==> src/hw/rtl/phac_pkg.sv <==
// Shared types and constants for the packet header Adler check block.
// Used by phac_core and packet_header_adler_check_top; depends on nothing.
package phac_pkg;

  // Header layout, as byte offsets into the packet.
  localparam logic [3:0] HDR_BYTES  = 4'd9;
  localparam logic [3:0] TYPE_OFS   = 4'd4;
  localparam logic [3:0] SESS_OFS   = 4'd5;

  // Adler-32 modulus and the reset value of the low sum.
  localparam logic [16:0] ADLER_MOD = 17'd65521;
  localparam logic [15:0] LO_RESET  = 16'd1;

  typedef enum logic [1:0] {
    STAT_OK       = 2'd0,
    STAT_SHORT    = 2'd1,
    STAT_MISMATCH = 2'd2
  } status_t;

  typedef struct packed {
    status_t     status;
    logic [7:0]  msg_type;
    logic [31:0] conn_id;
    logic [31:0] checksum_field;
  } result_t;

endpackage

==> src/hw/rtl/phac_core.sv <==
// Per-byte state of the header check: byte count, header fields, Adler sums.
// Forms the result for a final byte. Depends on phac_pkg.
module phac_core (
  input  logic              clk,
  input  logic              rst_n,
  input  logic              step,
  input  logic [7:0]        data_byte,
  input  logic              last_byte,
  output phac_pkg::result_t result
);

  logic [3:0]  count_r, count_nxt;
  logic [31:0] chk_r, chk_nxt;
  logic [7:0]  type_r, type_nxt;
  logic [31:0] sess_r, sess_nxt;
  logic [15:0] lo_r, lo_nxt;
  logic [15:0] hi_r, hi_nxt;

  logic [16:0] lo_sum;
  logic [16:0] hi_sum;
  logic [3:0]  sess_pos;
  logic        in_sums;

  always_comb begin
    in_sums   = (count_r >= phac_pkg::TYPE_OFS);
    count_nxt = (count_r < phac_pkg::HDR_BYTES) ? count_r + 4'd1 : phac_pkg::HDR_BYTES;
    sess_pos  = count_r - phac_pkg::SESS_OFS;

    chk_nxt  = chk_r;
    type_nxt = type_r;
    sess_nxt = sess_r;
    if (!in_sums) begin
      chk_nxt[{count_r[1:0], 3'b000} +: 8] = data_byte;
    end else if (count_r == phac_pkg::TYPE_OFS) begin
      type_nxt = data_byte;
    end else if (count_r < phac_pkg::HDR_BYTES) begin
      sess_nxt[{sess_pos[1:0], 3'b000} +: 8] = data_byte;
    end

    // Both sums stay below the modulus, so one conditional subtract suffices.
    lo_sum = {1'b0, lo_r} + {9'd0, data_byte};
    if (lo_sum >= phac_pkg::ADLER_MOD) begin
      lo_sum = lo_sum - phac_pkg::ADLER_MOD;
    end
    hi_sum = {1'b0, hi_r} + {1'b0, lo_sum[15:0]};
    if (hi_sum >= phac_pkg::ADLER_MOD) begin
      hi_sum = hi_sum - phac_pkg::ADLER_MOD;
    end
    lo_nxt = in_sums ? lo_sum[15:0] : lo_r;
    hi_nxt = in_sums ? hi_sum[15:0] : hi_r;

    result = '0;
    if (count_nxt < phac_pkg::HDR_BYTES) begin
      result.status = phac_pkg::STAT_SHORT;
    end else if ({hi_nxt, lo_nxt} != chk_nxt) begin
      result.status = phac_pkg::STAT_MISMATCH;
    end else begin
      result.status         = phac_pkg::STAT_OK;
      result.msg_type       = type_nxt;
      result.conn_id        = sess_nxt;
      result.checksum_field = chk_nxt;
    end
  end

  always_ff @(posedge clk) begin
    if (!rst_n || (step && last_byte)) begin
      count_r <= '0;
      chk_r   <= '0;
      type_r  <= '0;
      sess_r  <= '0;
      lo_r    <= phac_pkg::LO_RESET;
      hi_r    <= '0;
    end else if (step) begin
      count_r <= count_nxt;
      chk_r   <= chk_nxt;
      type_r  <= type_nxt;
      sess_r  <= sess_nxt;
      lo_r    <= lo_nxt;
      hi_r    <= hi_nxt;
    end
  end

endmodule

==> src/hw/rtl/packet_header_adler_check_top.sv <==
// Top level of the packet header Adler check: input register, checker core,
// result register. Depends on phac_pkg and phac_core.
//
// The block takes a received packet one byte per beat on the input channel,
// with in_last_byte marking the final byte, and returns one result beat per
// packet. A packet opens with a nine-byte header: a little-endian 32-bit
// checksum, a type byte and a little-endian 32-bit session id. Adler-32 sums
// (low starting at 1, high at 0, both modulo 65521) run over every byte from
// offset 4 to the end. The result status is success, packet shorter than the
// header, or checksum mismatch; type, session id and checksum are reported
// only on success and are zero otherwise. After each final byte the block is
// back in its reset state for the next packet. Throughput is one byte per
// clock cycle, except that a final byte is held while the result register
// still holds an untaken result. A byte sits in an input register while the
// core updates its sums (an add and conditional subtract for each of the
// two sums, chained); the result of a final byte is written into the output
// register as the byte leaves the input register, and out_valid then rises.
// While a result waits for out_ready, bytes that do not end a packet keep
// flowing; a second final byte waits in the input register.
module packet_header_adler_check_top (
  input  logic        clk,
  input  logic        rst_n,
  input  logic        in_valid,
  output logic        in_ready,
  input  logic [7:0]  in_data_byte,
  input  logic        in_last_byte,
  output logic        out_valid,
  input  logic        out_ready,
  output logic [1:0]  out_status,
  output logic [7:0]  out_msg_type,
  output logic [31:0] out_conn_id,
  output logic [31:0] out_checksum_field
);

  // Input register stage.
  logic       s_valid_r;
  logic [7:0] s_data_r;
  logic       s_last_r;
  logic       s_go;

  // Result register.
  logic              out_valid_r, out_valid_nxt;
  phac_pkg::result_t res_r;
  phac_pkg::result_t core_res;

  // A staged byte moves on unless it ends a packet and the result register
  // is still occupied by an untaken result.
  assign s_go     = s_valid_r && (!s_last_r || !out_valid_r || out_ready);
  assign in_ready = !s_valid_r || s_go;

  always_ff @(posedge clk) begin
    if (!rst_n) begin
      s_valid_r <= 1'b0;
    end else if (in_ready) begin
      s_valid_r <= in_valid;
    end
  end

  always_ff @(posedge clk) begin
    if (in_ready && in_valid) begin
      s_data_r <= in_data_byte;
      s_last_r <= in_last_byte;
    end
  end

  phac_core u_core (
    .clk       (clk),
    .rst_n     (rst_n),
    .step      (s_go),
    .data_byte (s_data_r),
    .last_byte (s_last_r),
    .result    (core_res)
  );

  always_comb begin
    out_valid_nxt = out_valid_r;
    if (s_go && s_last_r) begin
      out_valid_nxt = 1'b1;
    end else if (out_ready) begin
      out_valid_nxt = 1'b0;
    end
  end

  always_ff @(posedge clk) begin
    if (!rst_n) begin
      out_valid_r <= 1'b0;
    end else begin
      out_valid_r <= out_valid_nxt;
    end
  end

  always_ff @(posedge clk) begin
    if (s_go && s_last_r) begin
      res_r <= core_res;
    end
  end

  assign out_valid          = out_valid_r;
  assign out_status         = res_r.status;
  assign out_msg_type       = res_r.msg_type;
  assign out_conn_id        = res_r.conn_id;
  assign out_checksum_field = res_r.checksum_field;

`ifndef SYNTHESIS
  // A failed check never reports header fields.
  a_fail_fields_zero: assert property (@(posedge clk) disable iff (!rst_n)
    out_valid_r && (res_r.status != phac_pkg::STAT_OK) |->
      (res_r.msg_type == 8'd0) && (res_r.conn_id == 32'd0) &&
      (res_r.checksum_field == 32'd0))
    else $error("failed result carries header fields");

  // A waiting result is never overwritten by the next packet's result.
  a_no_overwrite: assert property (@(posedge clk) disable iff (!rst_n)
    out_valid_r && !out_ready |-> !(s_go && s_last_r))
    else $error("result register overwritten while held");

  // Back-pressure on the input only comes from a byte held in the stage.
  a_stall_cause: assert property (@(posedge clk) disable iff (!rst_n)
    !in_ready |-> s_valid_r && s_last_r && out_valid_r && !out_ready)
    else $error("input stalled without a held final byte");
`endif

endmodule
==> config.mk <==
export PLATFORM = sky130hd
export DESIGN_NAME = packet_header_adler_check_top
export DESIGN_NICKNAME = d
export VERILOG_FILES = /design/src/hw/rtl/phac_pkg.sv /design/src/hw/rtl/phac_core.sv /design/src/hw/rtl/packet_header_adler_check_top.sv
export SDC_FILE = /design/constraint.sdc
export NUM_CORES = 1
export LEC_CHECK = 0
export CAP_MARGIN = 20
export CORE_ASPECT_RATIO = 1.4
export CORE_MARGIN = 5
export CORE_UTILIZATION = 45
export CTS_BUF_LIST = sky130_fd_sc_hd__clkbuf_8
export DETAILED_ROUTE_END_ITERATION = 7
export DONT_BUFFER_PORTS = 1
export HOLD_SLACK_MARGIN = 0.12
export PLACE_DENSITY = 0.67
export RECOVER_POWER = 100
export REMOVE_ABC_BUFFERS = 1
export SLEW_MARGIN = 20
export SYNTH_ARGS = -nofsm -noshare
export SYNTH_HDL_FRONTEND = slang
export SYNTH_HIERARCHICAL = 1
export SYNTH_SLANG_ARGS = --single-unit
==> constraint.sdc <==
create_clock -name clk -period 9.76 [get_ports clk]
set_clock_uncertainty 0.1 [all_clocks]
set_input_delay 1.464 -clock clk [delete_from_list [all_inputs] [get_ports clk]]
set_output_delay 1.464 -clock clk [all_outputs]
set_load 0.05 [all_outputs]
==> results.yml <==
power:
  power_w: 0.001663
  leakage_nw: 4.298
  ir_worst_vdd_uv: 65.87
  power_density_nw_per_um2: 127.1
timing:
  worst_slack_ps: 849.2
  relSlewSlack: -1.848
  finalWorstPathRequiredPeriod_ps: 8911
  drv_slew: 244
  hold_violations: 0
  tightestPinTransition_ps: 4272
  max_freq_ghz: 0.1122
  fin_crit_sh: 0.9130
  setup_viol: 0
  fin_setup_tns_ps: 0
  rsz0062_at_grt: "false"
  whs_ps: 356.2
final_layout:
  seqCellArea_um2: 4695
  final_util: 0.4516
  fillers: 2821
  drive_above_1_share: 0.05754
  finalNetCount: 1463
  diodes: 0
  synthToLayoutAreaGrowth_pct: 0.02869
  multiInputGateArea_um2: 7316
yosys:
  syn-cell-area_um2: 13080
  synth_top_area_share: 0.1905
  synth_warnings: 6
  synth_edf_count: 83
  avgSynthCellArea_um2: 8.699
  synthArstFlopShare: 0
  yosysUniqueCellTypes: 93
  ys_ff_latch: 193
  synth_ff_type: "dfxtp_1"
  synth_top_cell_by_area: "edfxtp_1"
  synthTopCellsByArea: "edfxtp_1 (19%), dfxtp_1 (17%), nor4_2 (6.1%), a21oi_1 (5.5%), nor3_1 (4.4%)"
  syn_inst: 1504
  seq_area_frac_synth: 0.3588
routing:
  vias: 11460
  wl_per_cell_um: 22.22
  drtPass1Iterations: 6
  ant_nets: 0
  drt_iter0_markers: 1076
  totalWireLength_um: 40100
  drc: 0
  avgViaCountPerCell: 6.350
clock_network:
  numCtsBuffers: 17
  cts_buffer_depth: 2
  ctsHoldBuffers: 0
  clkLatencyLatePin_ps: 510
  cts_setup_buffers: 0
  cts.clk_slew.worst_paths_ps: 100
  htreeDepth: 4
  cts_tree: "yes"
  cts_resized: 0
  root_buffer: "clkbuf_8"
  cts.sinks: 193
worst_setup_path:
  arrival_ps: 9070
  endpoint_kind: "register"
  reg2reg_from: "s_data_r[0]"
  crit_path_start: "s_data_r[0]"
  worstPathMaxFanout: 64
  path_class: "reg -> reg"
  startpoint_type: "register"
  reg2reg_setup_slack_ps: 850
  required_ps: 9920
place:
  gp_congestion: 0.9678
  dp_worst_setup_slack_ps: 812.9
  io_buffers: 0
  post-dp-hpwl_um: 29210
run:
  drv_cap: 4
grt:
  antenna_found_initial: 0
  grt-ovfl-total: 0
  grt_busiest_layer: "met2"
  grt_max_degree: 91
  grt_util_met3: 0.03517
  grt_pass1_vias: 10810
  use_met2: 0.4214
  grt_pass1_wl_um: 62070
  grtUsageTotal: 0.2398
  grtUsageMet1: 0.2870
die:
  die_width_um: 154.1
  placement_rows: 74
  dieHeight_um: 211.7
  die-area_um2: 32630
  core_area_um2: 28980
  io-pin-count: 89
  initial_core_util: 0.4514
min_path:
  worstHoldPathType: "reg -> reg"
  hold_start: "u_core/type_r[7]"
run_status:
  failed_checks: "capacitance limit, slew limit"
  status: "complete, but fails checks"
cell usage after synthesis, types with 24 or more instances:
master / number
nor2_1: 152
a21oi_1: 143
nand2_1: 124
nor3_1: 116
dfxtp_1: 110
clkbuf_1: 83
edfxtp_1: 83
nor4_2: 64
xnor2_1: 50
nand3_1: 43
o21ai_0: 43
mux2i_1: 37
ha_1: 36
xor2_1: 31
a211oi_1: 30
buf_2: 24
power by group:
part	switching (W)	internal [W]
clock network	0.000307	0.000257
logic	0.000154	0.0000559
registers	0.0000353	0.000854
per-layer routing:
metal,up-vias,part of all wire
li1,5389,-
met1,5524,0.40
met2,441,0.50
met3,108,0.049
met4,0,0.050
met5,-,0
path summary, 6_finish.rpt:
| check | to | cells past startpoint |
|---|---|---|
| worst min register to register | u_core/type_r[7] | 2 |
| worst max-delay path | out_conn_id[6] | 22 |
| worst min-delay path | u_core/type_r[7] | 2 |
| worst max register to register | out_conn_id[6] | 22 |
area by class of cell:
cell class | instances | share of cell area
Multi-Input combinational cell | 1162 | 0.5590
Tap cell | 380 | 0.03633
Clock buffer | 17 | 0.01788
Clock inverter | 15 | 0.01396
Sequential cell | 193 | 0.3587
Inverter | 22 | 0.006310
Timing Repair Buffer | 16 | 0.007745
layout by cell type (no fill, tap or decap), types with 15 or more instances in the layout:
master | netlist | layout
xnor2_1 | 50 | 50
o21ai_0 | 43 | 43
inv_1 | 22 | 23
a21oi_1 | 143 | 143
ha_1 | 36 | 36
clkbuf_8 | 0 | 17
a211oi_1 | 30 | 30
dfxtp_1 | 110 | 110
nand3_1 | 43 | 43
edfxtp_1 | 83 | 83
and3_1 | 18 | 18
nor4_1 | 11 | 73
nor2_1 | 152 | 151
nand2b_1 | 18 | 18
xor2_1 | 31 | 31
or3_1 | 15 | 15
nand2_1 | 124 | 124
nor3_1 | 116 | 116
mux2i_1 | 37 | 37
per-stage QoR:
step	cells	area [µm²]
after floorplan	1377	12490
after global placement	1773	13140
after detailed placement	1773	13140
after CTS	1805	13550
after global routing	1805	13090
final	1805	13090
logic make-up (layout without fill, tap and decap cells):
kind of cell | after synthesis | after routing | synth area share
AOI/OAI and AO/OA | 355 | 355 | 0.1785
and+or+nand+nor | 645 | 645 | 0.2845
xor gates and xnor gates | 83 | 83 | 0.05729
adders and majority gates | 38 | 38 | 0.03749
buffers and inverters | 149 | 70 | 0.05145
muxes | 41 | 41 | 0.03194
DFF | 193 | 193 | 0.3588
flip-flops by register name, indices dropped and copies added, names as in the netlist:
signal	flops
u_core/type_r	8
s_last_r	1
u_core/lo_r	16
out_checksum_field	32
out_status	2
s_valid_r	1
out_msg_type	8
u_core/sess_r	32
out_valid	1
s_data_r	8
u_core/hi_r	16
out_conn_id	32
u_core/count_r	4
u_core/chk_r	32
worst max-delay path, cell delays in order (launching register included):
cell       delay, ps
edfxtp_1         600
ha_1             250
inv_1             60
fa_1             390
xor2_1           570
nand3_1          250
a21oi_1          530
and2_1           320
nor4_1            80
nor3_1           660
inv_1            140
fa_1             470
and3b_1          300
nor4_1           100
a2111oi_4        400
o31ai_1          260
nor4_4           400
o211ai_2         250
o21ai_0          450
o21ai_0          160
or4_1            520
or4_4            860
nor4_1           520
(Power assumes the default switching activity.)
